**config.mk**
```make
export PLATFORM = sky130hd
export DESIGN_NAME = timestamp_text_parse_validate
export DESIGN_NICKNAME = d
export VERILOG_FILES = /design/src/rtl/tsp_pkg.sv /design/src/rtl/tsp_parse.sv /design/src/rtl/tsp_check.sv /design/src/rtl/timestamp_text_parse_validate.sv
export SDC_FILE = /design/constraint.sdc
export NUM_CORES = 1
export LEC_CHECK = 0
export BUFFER_PORTS_ARGS = -buffer_cell sky130_fd_sc_hd__buf_2
export CORE_MARGIN = 2
export CORE_UTILIZATION = 30
export CTS_CLUSTER_DIAMETER = 60
export CTS_CLUSTER_SIZE = 16
export DETAILED_ROUTE_END_ITERATION = 6
export GPL_TIMING_DRIVEN = 0
export PLACE_DENSITY = 0.53
export SLEW_MARGIN = 20
export SYNTH_ARGS = -nofsm -noshare
export SYNTH_HDL_FRONTEND = slang
export SYNTH_SLANG_ARGS = --single-unit
```
**constraint.sdc**
```tcl
create_clock -name clock -period 3.95 [get_ports clock]
set_input_delay 0.1975 -clock clock [delete_from_list [all_inputs] [get_ports clock]]
set_output_delay 0.1975 -clock clock [all_outputs]
set_load 0.01 [all_outputs]
```
**src/rtl/tsp_pkg.sv**
```systemverilog
// ----------------------------------------------------------------------------
// tsp_pkg
// shared constants, types and the month length table of the timestamp parser
// ----------------------------------------------------------------------------
package tsp_pkg;

   localparam int CHAR_W   = 8;
   localparam int POS_W    = 5;
   localparam int YEAR_W   = 14;
   localparam int ACC_W    = 7;
   localparam int DIGIT_W  = 4;
   localparam int MONTH_W  = 4;
   localparam int DAY_W    = 5;
   localparam int HOUR_W   = 5;
   localparam int MINUTE_W = 6;
   localparam int RSP_DATA_W = 40;

   // text layout YYYY-MM-DD/HH:MM
   localparam logic [POS_W-1:0] TEXT_LEN     = 5'd16;
   localparam logic [POS_W-1:0] POS_SAT      = 5'd17;
   localparam logic [POS_W-1:0] POS_LAST     = 5'd15;
   localparam logic [POS_W-1:0] POS_DASH_A   = 5'd4;
   localparam logic [POS_W-1:0] POS_DASH_B   = 5'd7;
   localparam logic [POS_W-1:0] POS_SLASH    = 5'd10;
   localparam logic [POS_W-1:0] POS_COLON    = 5'd13;
   localparam logic [POS_W-1:0] POS_CENT_LO  = 5'd1;
   localparam logic [POS_W-1:0] POS_YY_HI    = 5'd2;
   localparam logic [POS_W-1:0] POS_YY_LO    = 5'd3;

   localparam logic [CHAR_W-1:0] CHAR_DASH  = 8'h2D;
   localparam logic [CHAR_W-1:0] CHAR_SLASH = 8'h2F;
   localparam logic [CHAR_W-1:0] CHAR_COLON = 8'h3A;
   localparam logic [CHAR_W-1:0] CHAR_ZERO  = 8'h30;
   localparam logic [CHAR_W-1:0] CHAR_NINE  = 8'h39;

   localparam logic [YEAR_W-1:0] YEAR_MIN   = 14'd1000;
   localparam logic [YEAR_W-1:0] YEAR_MAX   = 14'd9999;
   localparam logic [ACC_W-1:0]  MONTH_MIN  = 7'd1;
   localparam logic [ACC_W-1:0]  MONTH_MAX  = 7'd12;
   localparam logic [ACC_W-1:0]  DAY_MIN    = 7'd1;
   localparam logic [ACC_W-1:0]  HOUR_MAX   = 7'd23;
   localparam logic [ACC_W-1:0]  MINUTE_MAX = 7'd59;
   localparam logic [MONTH_W-1:0] MONTH_FEB = 4'd2;
   localparam logic [DAY_W-1:0]  FEB_LEAP_DAYS = 5'd29;

   // accumulator snapshot taken on the final character
   typedef struct packed {
      logic              ok;        // length 16 and every position well formed
      logic [YEAR_W-1:0] year;
      logic [ACC_W-1:0]  month;
      logic [ACC_W-1:0]  day;
      logic [ACC_W-1:0]  hour;
      logic [ACC_W-1:0]  minute;
      logic [1:0]        cent_mod4; // first two year digits, mod 4
      logic              yy_zero;   // last two year digits are 00
   } snap_type;

   typedef struct packed {
      logic                is_valid;
      logic [YEAR_W-1:0]   year;
      logic [MONTH_W-1:0]  month;
      logic [DAY_W-1:0]    day;
      logic [HOUR_W-1:0]   hour;
      logic [MINUTE_W-1:0] minute;
   } result_type;

   // days of a month in a common year, month numbered from 1
   function automatic logic [DAY_W-1:0] month_days(input logic [MONTH_W-1:0] month);
      logic [DAY_W-1:0] days;
      case (month)
         4'd2:                      days = 5'd28;
         4'd4, 4'd6, 4'd9, 4'd11:   days = 5'd30;
         default:                   days = 5'd31;
      endcase
      return days;
   endfunction

endpackage

```
**src/rtl/tsp_parse.sv**
```systemverilog
// ----------------------------------------------------------------------------
// tsp_parse
// per-character format check and digit accumulation, state clears after last
// ----------------------------------------------------------------------------
module tsp_parse (
   input  logic                          clock,
   input  logic                          reset,
   input  logic                          accept,
   input  logic [tsp_pkg::CHAR_W-1:0]    char_code,
   input  logic                          last_char,
   output tsp_pkg::snap_type             snap
);

   logic [tsp_pkg::POS_W-1:0]   pos_ff, pos_in;
   logic                        text_ok_ff, text_ok_in;
   logic [tsp_pkg::YEAR_W-1:0]  year_ff, year_in;
   logic [tsp_pkg::ACC_W-1:0]   month_ff, month_in;
   logic [tsp_pkg::ACC_W-1:0]   day_ff, day_in;
   logic [tsp_pkg::ACC_W-1:0]   hour_ff, hour_in;
   logic [tsp_pkg::ACC_W-1:0]   minute_ff, minute_in;
   logic [1:0]                  cent_ff, cent_in;
   logic                        yy_zero_ff, yy_zero_in;

   logic                        is_digit;
   logic [tsp_pkg::CHAR_W-1:0]  char_off;
   logic [tsp_pkg::DIGIT_W-1:0] digit;
   logic [tsp_pkg::YEAR_W-1:0]  year_push;
   logic [tsp_pkg::ACC_W-1:0]   acc_sel, acc_push;

   assign is_digit = (char_code >= tsp_pkg::CHAR_ZERO) && (char_code <= tsp_pkg::CHAR_NINE);
   assign char_off = char_code - tsp_pkg::CHAR_ZERO;
   assign digit    = char_off[tsp_pkg::DIGIT_W-1:0];

   // times ten as shift and add
   assign year_push = {year_ff[10:0], 3'b000} + {year_ff[12:0], 1'b0}
                    + {{(tsp_pkg::YEAR_W-tsp_pkg::DIGIT_W){1'b0}}, digit};

   always_comb begin
      if (pos_ff < tsp_pkg::POS_DASH_B) begin
         acc_sel = month_ff;
      end else if (pos_ff < tsp_pkg::POS_SLASH) begin
         acc_sel = day_ff;
      end else if (pos_ff < tsp_pkg::POS_COLON) begin
         acc_sel = hour_ff;
      end else begin
         acc_sel = minute_ff;
      end
   end

   assign acc_push = {acc_sel[3:0], 3'b000} + {acc_sel[5:0], 1'b0}
                   + {{(tsp_pkg::ACC_W-tsp_pkg::DIGIT_W){1'b0}}, digit};

   always_comb begin
      text_ok_in = text_ok_ff;
      year_in    = year_ff;
      month_in   = month_ff;
      day_in     = day_ff;
      hour_in    = hour_ff;
      minute_in  = minute_ff;
      cent_in    = cent_ff;
      yy_zero_in = yy_zero_ff;

      if (pos_ff >= tsp_pkg::TEXT_LEN) begin
         text_ok_in = 1'b0;
      end else if (pos_ff == tsp_pkg::POS_DASH_A || pos_ff == tsp_pkg::POS_DASH_B) begin
         if (char_code != tsp_pkg::CHAR_DASH) text_ok_in = 1'b0;
      end else if (pos_ff == tsp_pkg::POS_SLASH) begin
         if (char_code != tsp_pkg::CHAR_SLASH) text_ok_in = 1'b0;
      end else if (pos_ff == tsp_pkg::POS_COLON) begin
         if (char_code != tsp_pkg::CHAR_COLON) text_ok_in = 1'b0;
      end else if (!is_digit) begin
         text_ok_in = 1'b0;
      end else if (pos_ff < tsp_pkg::POS_DASH_A) begin
         year_in = year_push;
         // leap rule tracked per digit: century mod 4 and a zero low pair
         if (pos_ff < tsp_pkg::POS_YY_HI) begin
            cent_in = (pos_ff == tsp_pkg::POS_CENT_LO) ?
                      ({cent_ff[0], 1'b0} + digit[1:0]) : digit[1:0];
         end else begin
            yy_zero_in = ((pos_ff == tsp_pkg::POS_YY_LO) ? yy_zero_ff : 1'b1)
                         && (digit == '0);
         end
      end else if (pos_ff < tsp_pkg::POS_DASH_B) begin
         month_in = acc_push;
      end else if (pos_ff < tsp_pkg::POS_SLASH) begin
         day_in = acc_push;
      end else if (pos_ff < tsp_pkg::POS_COLON) begin
         hour_in = acc_push;
      end else begin
         minute_in = acc_push;
      end

      pos_in = (pos_ff < tsp_pkg::POS_SAT) ? pos_ff + 5'd1 : pos_ff;
   end

   always_comb begin
      snap.ok        = (pos_ff == tsp_pkg::POS_LAST) && text_ok_in;
      snap.year      = year_in;
      snap.month     = month_in;
      snap.day       = day_in;
      snap.hour      = hour_in;
      snap.minute    = minute_in;
      snap.cent_mod4 = cent_in;
      snap.yy_zero   = yy_zero_in;
   end

   always_ff @(posedge clock) begin
      if (reset || (accept && last_char)) begin
         pos_ff     <= '0;
         text_ok_ff <= 1'b1;
         year_ff    <= '0;
         month_ff   <= '0;
         day_ff     <= '0;
         hour_ff    <= '0;
         minute_ff  <= '0;
         cent_ff    <= '0;
         yy_zero_ff <= 1'b1;
      end else if (accept) begin
         pos_ff     <= pos_in;
         text_ok_ff <= text_ok_in;
         year_ff    <= year_in;
         month_ff   <= month_in;
         day_ff     <= day_in;
         hour_ff    <= hour_in;
         minute_ff  <= minute_in;
         cent_ff    <= cent_in;
         yy_zero_ff <= yy_zero_in;
      end
   end

endmodule

```
**src/rtl/tsp_check.sv**
```systemverilog
// ----------------------------------------------------------------------------
// tsp_check
// calendar range checks on a captured snapshot, fields forced to zero if bad
// ----------------------------------------------------------------------------
module tsp_check (
   input  tsp_pkg::snap_type   snap,
   output tsp_pkg::result_type result
);

   logic                          leap;
   logic [tsp_pkg::DAY_W-1:0]     limit;
   logic                          month_ok;
   logic                          good;

   // with exactly four year digits: divisible by 100 means low pair is 00
   assign leap = snap.yy_zero ? (snap.cent_mod4 == 2'd0) : (snap.year[1:0] == 2'b00);

   assign month_ok = (snap.month >= tsp_pkg::MONTH_MIN) && (snap.month <= tsp_pkg::MONTH_MAX);

   always_comb begin
      limit = tsp_pkg::month_days(snap.month[tsp_pkg::MONTH_W-1:0]);
      if (snap.month[tsp_pkg::MONTH_W-1:0] == tsp_pkg::MONTH_FEB && leap) begin
         limit = tsp_pkg::FEB_LEAP_DAYS;
      end
   end

   assign good = snap.ok
              && (snap.year >= tsp_pkg::YEAR_MIN) && (snap.year <= tsp_pkg::YEAR_MAX)
              && month_ok
              && (snap.day >= tsp_pkg::DAY_MIN)
              && (snap.day <= {{(tsp_pkg::ACC_W-tsp_pkg::DAY_W){1'b0}}, limit})
              && (snap.hour <= tsp_pkg::HOUR_MAX)
              && (snap.minute <= tsp_pkg::MINUTE_MAX);

   always_comb begin
      result = '0;
      if (good) begin
         result.is_valid = 1'b1;
         result.year     = snap.year;
         result.month    = snap.month[tsp_pkg::MONTH_W-1:0];
         result.day      = snap.day[tsp_pkg::DAY_W-1:0];
         result.hour     = snap.hour[tsp_pkg::HOUR_W-1:0];
         result.minute   = snap.minute[tsp_pkg::MINUTE_W-1:0];
      end
   end

endmodule

```
**src/rtl/timestamp_text_parse_validate.sv**
```systemverilog
// ----------------------------------------------------------------------------
// timestamp_text_parse_validate
// parses YYYY-MM-DD/HH:MM text one character per transfer and checks the date
// ----------------------------------------------------------------------------
// req channel: one character per transfer in req_tdata[7:0], req_tlast on the
//   final character of a string. one transfer per cycle while req_tready is high
// rsp channel: one transfer per string, issued for the req_tlast character.
//   rsp_tuser is the valid flag; when clear all of rsp_tdata is zero
// pipeline: the final character's accumulators pass the snapshot register,
//   then the result register, which drives rsp_tvalid
// throughput: one character per cycle while req_tready is high, set by the
//   single accumulate stage
// a stalled rsp side holds off the req side only once the snapshot and result
//   registers both hold a finished string; then req_tready drops for every
//   character until the rsp side takes a transfer
// reset: synchronous, clears the parser to the start of a string and drops
//   both pipeline valids; no result is pending afterwards
// any length other than 16 characters gives an invalid (all zero) result
// ----------------------------------------------------------------------------
module timestamp_text_parse_validate (
   input  logic        clock,
   input  logic        reset,
   input  logic        req_tvalid,
   output logic        req_tready,
   input  logic [7:0]  req_tdata,   // [7:0] char_code
   input  logic        req_tlast,   // last_char
   output logic        rsp_tvalid,
   input  logic        rsp_tready,
   output logic [39:0] rsp_tdata,   // [13:0] year, [17:14] month, [22:18] day,
                                    // [27:23] hour, [33:28] minute, [39:34] zero
   output logic        rsp_tuser    // is_valid
);

   logic                 accept;
   logic                 out_ready;
   logic                 chk_ready;

   tsp_pkg::snap_type    snap;
   tsp_pkg::snap_type    chk_ff;
   logic                 chk_v_ff, chk_v_in;
   tsp_pkg::result_type  result;
   tsp_pkg::result_type  out_ff;
   logic                 out_v_ff, out_v_in;

   // ready chain back from the receiver
   assign out_ready  = !out_v_ff || rsp_tready;
   assign chk_ready  = !chk_v_ff || out_ready;
   assign req_tready = chk_ready;
   assign accept     = req_tvalid && req_tready;

   // character stage: format check and digit accumulators
   tsp_parse u_parse (
      .clock     (clock),
      .reset     (reset),
      .accept    (accept),
      .char_code (req_tdata),
      .last_char (req_tlast),
      .snap      (snap)
   );

   // snapshot register holds the finished string's accumulators
   always_comb begin
      chk_v_in = chk_v_ff;
      if (accept && req_tlast) begin
         chk_v_in = 1'b1;
      end else if (out_ready) begin
         chk_v_in = 1'b0;
      end
   end

   always_ff @(posedge clock) begin
      if (reset) begin
         chk_v_ff <= 1'b0;
      end else begin
         chk_v_ff <= chk_v_in;
      end
   end

   always_ff @(posedge clock) begin
      if (accept && req_tlast) begin
         chk_ff <= snap;
      end
   end

   // calendar validation
   tsp_check u_check (
      .snap   (chk_ff),
      .result (result)
   );

   // result register
   assign out_v_in = out_ready ? chk_v_ff : out_v_ff;

   always_ff @(posedge clock) begin
      if (reset) begin
         out_v_ff <= 1'b0;
      end else begin
         out_v_ff <= out_v_in;
      end
   end

   always_ff @(posedge clock) begin
      if (out_ready && chk_v_ff) begin
         out_ff <= result;
      end
   end

   assign rsp_tvalid = out_v_ff;
   assign rsp_tuser  = out_ff.is_valid;
   assign rsp_tdata  = {6'b000000, out_ff.minute, out_ff.hour, out_ff.day,
                        out_ff.month, out_ff.year};

endmodule
```
# [After elaboration in Yosys (flattened, before gate mapping)]
# Index checks and enable logic that the tools add are counted.
[op_classes] n_mux=72 addsub=7 shifts=0 mul=0 div=0 bitwise_logic=0 reduce_logical=27 magnitude_cmp=17 n_eq_ne=15
[ops] cell="$mux 7" n=33
[ops] cell="$mux 14" n=6
[ops] cell="$mux 35" n=1
[ops] cell="$ne 8x6->1 const B" n=3
[ops] cell="$mux 1" n=19
[ops] cell="$mux 2" n=9
[ops] cell="$mux 6" n=3
[ops] cell="$eq 5x4->1 const B" n=3
[ops] cell="$logic_and 1x1->1" n=15
[ops] cell="$add 14x14->14" n=1
[ops] cell="$add 14x4->14" n=1
[ops] cell="$ge 14x10->1 const B" n=1
[ops] cell="$ge 7x1->1 const B" n=2
[ops] cell="$le 14x14->1 const B" n=1
[ops] cell="$eq 5x3->1 const B" n=2
[ops] cell="$lt 5x3->1 const B" n=2
[ops] cell="$lt 5x4->1 const B" n=2
[ops] cell="$eq 4x3->1 const B" n=2
[ops] cell="$eq 4x4->1 const B" n=2
[ops] cell="$ge 8x6->1 const B" n=1
[ops] cell="$le 8x6->1 const B" n=1
[ops] cell="$add 7x4->7" n=1
[ops] cell="$add 7x7->7" n=1
[ops] cell="$le 7x4->1 const B" n=1
[ops] cell="other kinds (20)" n=25
[totals] wordCells=163 rom_bits=0 register_bits=134 output_inout_bits=43 ram_bits=0 memories=0 latch_bits=0

# [Longest topological paths before layout]
# Gate-level depths: netlist (run 1).
[logic_depth] depth_word=15 ltp_mapped=16 depth_no_buf=14

# [By module]
# From an unflattened synthesis (run 1), not the netlist that was laid out.
[hier_totals] cells_unflattened=629 area_unflattened_um2=7293.2
[by_module_without_submodules] mod="tsp_parse" cells_each=448 instances=1 area_per_inst_um2=3886.2 seq_area_each_um2=1021.0
[by_module_without_submodules] mod="timestamp_text_parse_validate" cells_each=99 instances=1 area_per_inst_um2=2586.2 seq_area_each_um2=2472.4
[by_module_without_submodules] mod="tsp_check" cells_each=82 instances=1 area_per_inst_um2=820.8 seq_area_each_um2=0.0

# [Least setup slack after synthesis (run 1)]
# No wires, ideal clock.
[synth_path] path_kind="register to register" startpoint="reg u_parse.pos_ff[3] (netlist name)" endpoint="reg chk_ff[9] (netlist name), data pin" arrival_time_ns=3.305 path_stages_with_launch=16 required_time_ns=3.796 period_less_slack_ns=3.459 setup_slack_ns=0.491 path_cell_list="dfxtp_1 buf_4 o21ai_1 and2_0 clkbuf_1 a222oi_1 a21oi_1 fa_1 inv_1 fa_1 nor2b_1 o21ai_0 nand2b_1 xnor2_1 xnor3_1 o21ai_0"
[synth_rtl] element="from (decl)" line="tsp_parse.sv:14" source="logic [tsp_pkg::POS_W-1:0] pos_ff, pos_in;"
[synth_rtl] element="from (signal assigned)" line="tsp_parse.sv:119" source="pos_ff <= pos_in;"
[synth_rtl] element="to (signal assigned)" line="timestamp_text_parse_validate.sv:81" source="chk_ff <= snap;"
[synth_rtl] element="to (decl)" line="timestamp_text_parse_validate.sv:39" source="tsp_pkg::snap_type chk_ff;"

==> flow_summary.ini, run 1 <==
[status]
status = completed

[worst_setup_path]
end_kind = flop
cp.arrival_ns = 3.98
crit_slowest_cell = fa_1
crit_chain = buf_4 -> o21ai_1 -> and2_0 -> clkbuf_1 -> a222oi_1 -> a21oi_2 -> fa_1 -> inv_1 -> fa_2 -> nor2b_1 -> o21ai_0 -> nand2b_1 -> xnor2_1 -> xnor3_2 -> o21ai_2
critPathLaunchType = flop
crit_type = reg -> reg
crit_path_max_fanout = 10
required_ns = 4.23
critical-path-max-stage-delay_ns = 0.56

[synthesis]
synth_xor_area_frac = 0.0306
ys_seq_elements = 134
synthFlopType = edfxtp_1
synth_top_area_frac = 0.360
synthAdderAreaFrac = 0.0767
muxShareOfSynthArea = 0.0813
async_reset_ff_frac = 0
synth-simple-area-share = 0.148
syn_area_per_cell_um2 = 11.0
synth_warnings = 0
synth_top_family_by_area = simple AND/OR/NAND/NOR gates
synth_area_leaders = edfxtp_1 36%, dfxtp_1 16%, ha_1 6.5%
yosysUniqueCellTypes = 60
synth_edf_count = 81
syn_area_um2 = 6760
ys_seq_area_frac = 0.517
yosysTopAreaCell = edfxtp_1
synthCells = 612
synth-compound-area-share = 0.112

[power_and_ir_drop]
p_seq_frac = 0.451
switchingPower_w = 0.000792
total_power_w = 0.00338
max-vdd-ir-drop_mv = 0.314
p_per_area_nw_per_um2 = 417
p_leak_nw = 3.26
combPwrFrac = 0.061
swShare = 0.234
intPower_w = 0.00259
p_clk_frac = 0.488

[detailed_routing]
drt-initial-drc-count = 272
drc_errors = 0
route.vias.total = 4670
wl_um = 15400
vias_per_cell = 4.76
ant_nets = 0
wl_per_cell_um = 15.7
dr.pass1.iters = 5

[grt]
antenna_found_initial = 0
grt_pass1_wl_um = 24700
grt_max_degree = 38
track_usage = 0.135
first_global_vias = 4506
grt-ovfl-total = 0

[clock_tree]
clock_path_buffers = 2
cts.clk_slew.worst_paths_ns = 0.06
clock-root-buffer = clkbuf_16
cts-buffers-inserted = 17
cts_tree = built
cts_sinks = 134
clk_latency_ns = 0.43
postCtsSetupBuffers = 0
cts_htree_levels = 4

[finish]
layout_commonest_cell = edfxtp_1
n_antenna_cell = 0
final_util = 0.369
areaGrowthSynthToFinish_pct = 19.9
drive_gt1_frac = 0.214
layout_common_cells = 81 x edfxtp_1, 62 x nor2_1, 55 x buf_2, 53 x nand2_1, 52 x dfxtp_1
final_area_um2 = 8100
nets = 740

[die]
die_width_um = 154
die-area_um2 = 23700
io_pins = 56
start_util = 0.308
coreArea_um2 = 22000
chipHeight_um = 154
rows = 54

[place]
place_area_um2 = 7430
port_buffers = 49
place_hpwl_um = 11500
place_congestion = 0.847

[timing]
slew_headroom = 0.540
post-route-period-util = 0.938
period_needed_ns = 3.70
final_hold_viol_count = 0
worstMarginPinSlew_ns = 0.681
max_freq_mhz = 270
report.final.slew_viol_count = 0
setup_viol = 0
fin_worst_skew_ns = 0.0135
rsz0062_at_grt = no

[min_path]
hold_path.class = in -> reg

[run]
max_cap_viol_count = 0
## sequential cells by signal, summed over array words and instances (netlist names)
name	cells
u_parse.yy_zero_ff	1
rsp_tvalid	1
u_parse.month_ff	7
u_parse.year_ff	14
rsp_tdata	34
u_parse.pos_ff	5
u_parse.day_ff	7
u_parse.cent_ff	2
u_parse.minute_ff	7
u_parse.hour_ff	7
chk_ff	46
rsp_tuser	1
chk_v_ff	1
u_parse.text_ok_ff	1
## layer usage
layer,routed length [um],global-route usage,up-vias
met1,7710,0.191,2178
li1,-,-,2375
met2,6860,0.207,102
met3,636,0.0287,15
met4,193,0.0396,0
met5,0,0,-
## cell families (layout without fill, tap and decap cells)
logic type / count (synthesis) / in the layout
XOR/XNOR: 22 / 22
AO/OA/AOI/OAI: 116 / 116
multiplexers: 51 / 51
buffers and inverters: 45 / 129
flip-flops: 134 / 134
AND/OR/NAND/NOR: 204 / 204
adder cells (fa/ha/maj): 39 / 39
other: 1 / 6
## power by group through the flow
stage	registers, W	clock network [W]	logic [W]
3_3_place_gp	0.00156	0	0.000194
3_5_place_dp	0.00155	0	0.000201
4_1_cts	0.00152	0.00169	0.000204
6_report	0.00152	0.00165	0.000205
5_1_grt	0.00153	0.00174	0.000228
2_1_floorplan	0.00156	0	0.000124
## worst paths after layout
check	depth (start not counted)	slack [ns]	to	from
setup / recovery	15	0.25	chk_ff[30]$_DFFE_PP_	u_parse.pos_ff[3]$_SDFFE_PP0P_
hold / removal	3	0.07	chk_v_ff$_SDFFE_PP0P_	req_tlast
setup reg to reg	15	0.25	chk_ff[30]$_DFFE_PP_	u_parse.pos_ff[3]$_SDFFE_PP0P_
hold reg to reg	2	0.46	u_parse.cent_ff[1]$_SDFFE_PP0P_	u_parse.cent_ff[1]$_SDFFE_PP0P_
## critical path, delay by kind of cell (launching register included)
family | cells | cell delay, ns
compound gates | 5 | 0.95
buf+inv | 3 | 0.39
simple gates | 3 | 0.40
fa+ha+maj | 2 | 0.97
xor+xnor | 2 | 0.54
flops | 1 | 0.30
## synth_stat cells (all sizes together) (3+ instances only)
cell     n
a31oi    5
xor2     6
nand2   53
nand2b   3
o21a     4
a21o     5
nor2b    3
mux2    31
nand4    8
nor3     5
ha      35
o22ai    3
o31ai    3
a21oi   29
nand3    7
buf     19
and3     5
nor2    64
dfxtp   53
mux2i   20
or4      3
o211ai   6
inv     13
clkbuf  13
fa       4
xnor2   15
and2    40
nor4     3
a211oi  13
edfxtp  81
o21ai   34
## stage by stage
step                worst slack [ns]  cells  TNS [ns]  hold WS [ns]
floorplan                      0.491    617         0         0.267
finish                         0.247    981         0        0.0735
detailed placement            -0.151    948    -0.732         0.389
CTS                            0.103    981         0        0.0577
global route                  0.0217    981         0        0.0912
global placement              -0.422    946    -15.57         0.389
## cell type report
class | instances | area [um^2]
fillers | 2132 | 13900
flip-flops and latches | 134 | 3490
multi-input cells | 438 | 3100
clock buffers | 17 | 425
well taps | 280 | 350
repair buffers | 52 | 303
clock inverters | 15 | 191
plain buffers | 32 | 184
inverters | 13 | 48.8
## what timing repair did
item                                    in CTS  in global routing
endpoints found under the setup margin       8                  9
gates resized for setup                      2                 14
hold buffers                                 1                  0
endpoints found under the hold margin        2                  0
pin swaps                                    1                  2
(Power assumes the default switching activity.)
==> run 2, diff against run 1 <==
==> constraint.sdc (replaced) <==
create_clock -name clock -period 3.95 [get_ports clock]
set_input_delay 0.5925 -clock clock [delete_from_list [all_inputs] [get_ports clock]]
set_output_delay 0.5925 -clock clock [all_outputs]
set_load 0.01 [all_outputs]
==> run 2 against run 1 <==
Effect of this change: sequential share of layout area up 0.053 points; sequential power about the same; combinational power about the same.
==> flow_summary.ini, run 2 (synthesis results as in run 1) <==
[finish]
final_cells = 980
layout_common_cells = 81 x edfxtp_1, 62 x nor2_1, 55 x buf_2, 53 x nand2_1, 52 x dfxtp_1
regArea_um2 = 3490
final_util = 0.368
regMostFlops = chk_ff
multiInputGateArea_um2 = 3100
nets = 739
n_antenna_cell = 0
areaGrowthSynthToFinish_pct = 19.8
largest_register_ffs = 46
layout_commonest_cell = edfxtp_1
drive_gt1_frac = 0.214
fillers = 2133

[timing]
slew_headroom = 0.536
report.final.slew_viol_count = 0
fin_worst_skew_ns = 0.0110
period_needed_ns = 3.70
setup_viol = 0
hold_ws_ns = 0.352
worstMarginPinSlew_ns = 0.687
max_freq_mhz = 270
timing.final.ws_setup_ns = 0.246
post-route-period-util = 0.938
final_hold_viol_count = 0
rsz0062_at_grt = no

[detailed_routing]
drc_errors = 0
route.vias.total = 4663
ant_nets = 0
wl_per_cell_um = 15.8
wl_um = 15400
drt-initial-drc-count = 263
vias_per_cell = 4.76
dr.pass1.iters = 5

[place]
port_buffers = 49
place_hpwl_um = 11500
post-place-ws_ns = -0.151
dp.cells = 948
place_congestion = 0.847

[die]
chipHeight_um = 154
coreArea_um2 = 22000
die_width_um = 154
rows = 54
io_pins = 56
start_util = 0.308
die-area_um2 = 23700

[grt]
grt-ovfl-total = 0
grt_max_degree = 38
first_global_vias = 4503
track_usage = 0.135
grt_pass1_wl_um = 24700
antenna_found_initial = 0

[worst_setup_path]
crit_type = reg -> reg
required_ns = 4.23
end_kind = flop
crit_path_max_fanout = 10
cp.arrival_ns = 3.98
critPathLaunchType = flop

[status]
status = completed

[clock_tree]
clk_latency_ns = 0.42
cts.clk_slew.worst_paths_ns = 0.06
ctsHoldBuffers = 0
cts_tree = built
cts_sinks = 134
clock_path_buffers = 2
cts_htree_levels = 4
cts-buffers-inserted = 17
clock-root-buffer = clkbuf_16

[power_and_ir_drop]
total_power_w = 0.00338
max-vdd-ir-drop_mv = 0.315
p_per_area_nw_per_um2 = 418
p_leak_nw = 3.26

[min_path]
hold_path.class = in -> reg

[run]
max_cap_viol_count = 0
-- run 2: changes by cell type in the layout (fill, tap and decap cells not counted), sizes merged --
| cell | change |
|---|---|
| dlygate4sd3 | -1 |
-- run 2: repair_timing --
action                                 CTS  global route
resized for setup                        2            14
setup buffers                            0             0
endpoints found under the hold margin    0             0
setup endpoints to repair                8             9
pin swaps                                1             2
-- run 2: path summary, 6_finish.rpt --
kind	cells past startpoint	slack, ns	end	startpoint
max	15	0.25	chk_ff[30]$_DFFE_PP_	u_parse.pos_ff[3]$_SDFFE_PP0P_
min	2	0.35	chk_v_ff$_SDFFE_PP0P_	reset
max reg2reg	15	0.25	chk_ff[30]$_DFFE_PP_	u_parse.pos_ff[3]$_SDFFE_PP0P_
min reg2reg	2	0.46	u_parse.cent_ff[1]$_SDFFE_PP0P_	u_parse.cent_ff[1]$_SDFFE_PP0P_
-- run 2: per-stage QoR --
step                setup TNS [ns]  cell area [um^2]
global placement            -38.79              7370
CTS                              0              8050
finish                           0              8090
global route                     0              8090
floorplan                        0              6770
detailed placement          -0.732              7430
-- run 2: critical path: stages (launching register included) --
cell and delay [ns]:
dfxtp_1 0.30, buf_4 0.15, o21ai_1 0.10, and2_0 0.20
clkbuf_1 0.17, a222oi_1 0.46, a21oi_2 0.13, fa_1 0.56
inv_1 0.07, fa_2 0.41, nor2b_1 0.12, o21ai_0 0.08
nand2b_1 0.09, xnor2_1 0.13, xnor3_2 0.41, o21ai_2 0.17
-- run 2: layout make-up --
class | count | area share
Sequential cell | 134 | 0.432
Multi-Input combinational cell | 438 | 0.384
Clock buffer | 17 | 0.0526
Tap cell | 280 | 0.0433
Timing Repair Buffer | 51 | 0.0362
Clock inverter | 15 | 0.0237
Buffer | 32 | 0.0227
Inverter | 13 | 0.00603
-- run 2: report_power, final --
| part | switching (W) | internal [W] |
|---|---|---|
| logic | 0.000133 | 0.0000715 |
| registers | 0.0000174 | 0.00151 |
| clock network | 0.000642 | 0.00101 |
-- run 2: metal layers --
layer	GRT usage	up-vias	wire length, um
li1	-	2370	-
met1	0.191	2167	7730
met2	0.207	112	6850
met3	0.0287	14	651
met4	0.0396	0	201
met5	0	-	0
==> run 3, diff against run 2 <==
Settings changed: CORE_ASPECT_RATIO from default to 1.75, CORE_UTILIZATION 30 to 60, PLACE_DENSITY 0.53 to 0.8.
==> run 3 against run 2 <==
Effect of this change: non-clock buffer count unchanged; total power decreased by 5.4%; count of clock-buffer cells in the layout did not move; sequential power about the same; first-iteration DRC count up 23%.
==> flow_summary.ini, run 3 (synthesis results as in run 1) <==
[finish]
largest_register_ffs = 46
layout_common_cells = 81 x edfxtp_1, 62 x nor2_1, 55 x buf_2, 53 x nand2_1, 53 x dfxtp_1
areaGrowthSynthToFinish_pct = 15.7
regMostFlops = chk_ff
drive_gt1_frac = 0.203
final_area_um2 = 7820
layout_commonest_cell = edfxtp_1
nets = 739
n_antenna_cell = 0

[worst_setup_path]
reg2reg_from = u_parse.pos_ff[3]$_SDFFE_PP0P_
r2r_slack_ns = 0.11
end_kind = flop
r2r_cells = 15
critPathLaunchType = flop
cp.arrival_ns = 4.11
crit_path_max_fanout = 10
crit_type = reg -> reg
required_ns = 4.21
r2r_end = chk_ff[23]$_DFFE_PP_

[detailed_routing]
drt-initial-drc-count = 324
wl_per_cell_um = 18.0
vias_per_cell = 5.94
ant_nets = 0
wl_um = 15000
drc_errors = 0
route.vias.total = 4938
dr.pass1.iters = 5

[min_path]
hold_start = reset
whs_endpoint = rsp_tvalid$_SDFFE_PP0P_
hold_depth = 2
hold_path.class = in -> reg

[clock_tree]
cts.clk_slew.worst_paths_ns = 0.06
clock_path_buffers = 2
cts_tree = built
cts_htree_levels = 4
cts-buffers-inserted = 17
cts_sinks = 134
ctsHoldBuffers = 0
clock-root-buffer = clkbuf_16
clk_latency_ns = 0.42

[timing]
post-route-period-util = 0.973
fin_worst_skew_ns = 0.00948
setup_viol = 0
timing.final.ws_setup_ns = 0.105
final_hold_viol_count = 0
hold_ws_ns = 0.384
period_needed_ns = 3.84
rsz0062_at_grt = yes
slew_headroom = 0.463
max_freq_mhz = 260
report.final.slew_viol_count = 0
worstMarginPinSlew_ns = 0.800

[grt]
track_usage = 0.258
grt_max_degree = 29
grt_pass1_wl_um = 24200
first_global_vias = 4928
grt-ovfl-total = 0
antenna_found_initial = 0

[power_and_ir_drop]
p_per_area_nw_per_um2 = 409
p_seq_frac = 0.477
p_clk_frac = 0.460
max-vdd-ir-drop_mv = 0.373
swShare = 0.248
intPower_w = 0.00241
switchingPower_w = 0.000792
p_leak_nw = 3.22
combPwrFrac = 0.063

[run]
max_cap_viol_count = 0

[status]
status = completed

[die]
coreArea_um2 = 11000
io_pins = 56
rows = 51
die_width_um = 84.2
chipHeight_um = 144
die-area_um2 = 12200
start_util = 0.612

[place]
port_buffers = 49
post-place-ws_ns = -0.144
place_hpwl_um = 11300
place_area_um2 = 7250
place_congestion = 0.922
## run 3: changes by cell type in the layout (fill, tap and decap cells not counted), moves of 2 or more
cell	change
inv_8	+2
a211oi_1	+4
a211oi_2	-4
o21ai_2	-2
bufinv_16	-3
## run 3: cell type report
class	instances	area (um^2)
repair buffers	51	300
plain buffers	32	184
well taps	132	165
clock buffers	17	425
fillers	794	3220
multi-input cells	438	3070
flip-flops and latches	134	3490
inverters	13	48.8
clock inverters	15	133
## run 3: routing by layer
layer | track usage | part of all wire | routed length, um
met3 | 0.0497 | 0.050 | 751
met4 | 0.135 | 0.041 | 612
met2 | 0.471 | 0.54 | 8050
met1 | 0.280 | 0.37 | 5570
met5 | 0 | 0 | 0
## run 3: worst max-delay path by stage
stage	to	from	slack [ns]
after global routing	u_parse.minute_ff[6]$_SDFFE_PP0P_	u_parse.pos_ff[3]$_SDFFE_PP0P_	-0.07
after detailed placement	chk_ff[30]$_DFFE_PP_	u_parse.pos_ff[0]$_SDFFE_PP0P_	-0.14
after global placement	rsp_tdata[29]$_SDFFCE_PN0P_	rsp_tready	-0.42
final	chk_ff[23]$_DFFE_PP_	u_parse.pos_ff[3]$_SDFFE_PP0P_	0.11
after CTS	chk_ff[30]$_DFFE_PP_	u_parse.pos_ff[3]$_SDFFE_PP0P_	0.12
after floorplan	rsp_tdata[0]$_SDFFCE_PN0P_	rsp_tready	0.25
## run 3: critical path, stage by stage, from the launching register on
cell	delay (ns)
dfxtp_1	0.31
buf_4	0.16
o21ai_1	0.11
and2_0	0.17
clkbuf_1	0.17
a222oi_1	0.48
a21oi_2	0.14
fa_1	0.56
inv_1	0.07
fa_1	0.49
nor2b_1	0.13
o21ai_0	0.07
nand2b_1	0.10
xnor2_1	0.16
xnor3_2	0.39
o21ai_0	0.18
## run 3: repair_timing
| action | 4_1_cts | 5_1_grt |
|---|---|---|
| setup endpoints to repair | 8 | 6 |
| pin swaps | 1 | 1 |
| resized for setup | 2 | 4 |
| buffers inserted | 0 | 0 |
| gates cloned | 0 | 0 |
## run 3: metrics by stage
| step | util | instances | power [W] | setup TNS, ns |
|---|---|---|---|---|
| after floorplan | - | 617 | 0.00168 | 0 |
| after global placement | 0.651 | 798 | 0.00174 | -14.97 |
| after detailed placement | 0.657 | 800 | 0.00175 | -0.689 |
| after CTS | 0.708 | 832 | 0.00321 | 0 |
| after global routing | 0.708 | 832 | 0.00330 | -0.313 |
| final | 0.708 | 832 | 0.00320 | 0 |
## run 3: power groups by stage
stage	clock network [W]	logic [W]	registers, W
5_1_grt	0.00155	0.000221	0.00153
6_report	0.00147	0.000201	0.00153
4_1_cts	0.00148	0.000199	0.00153
3_5_place_dp	0	0.000196	0.00156
2_1_floorplan	0	0.000124	0.00156
3_3_place_gp	0	0.000183	0.00156
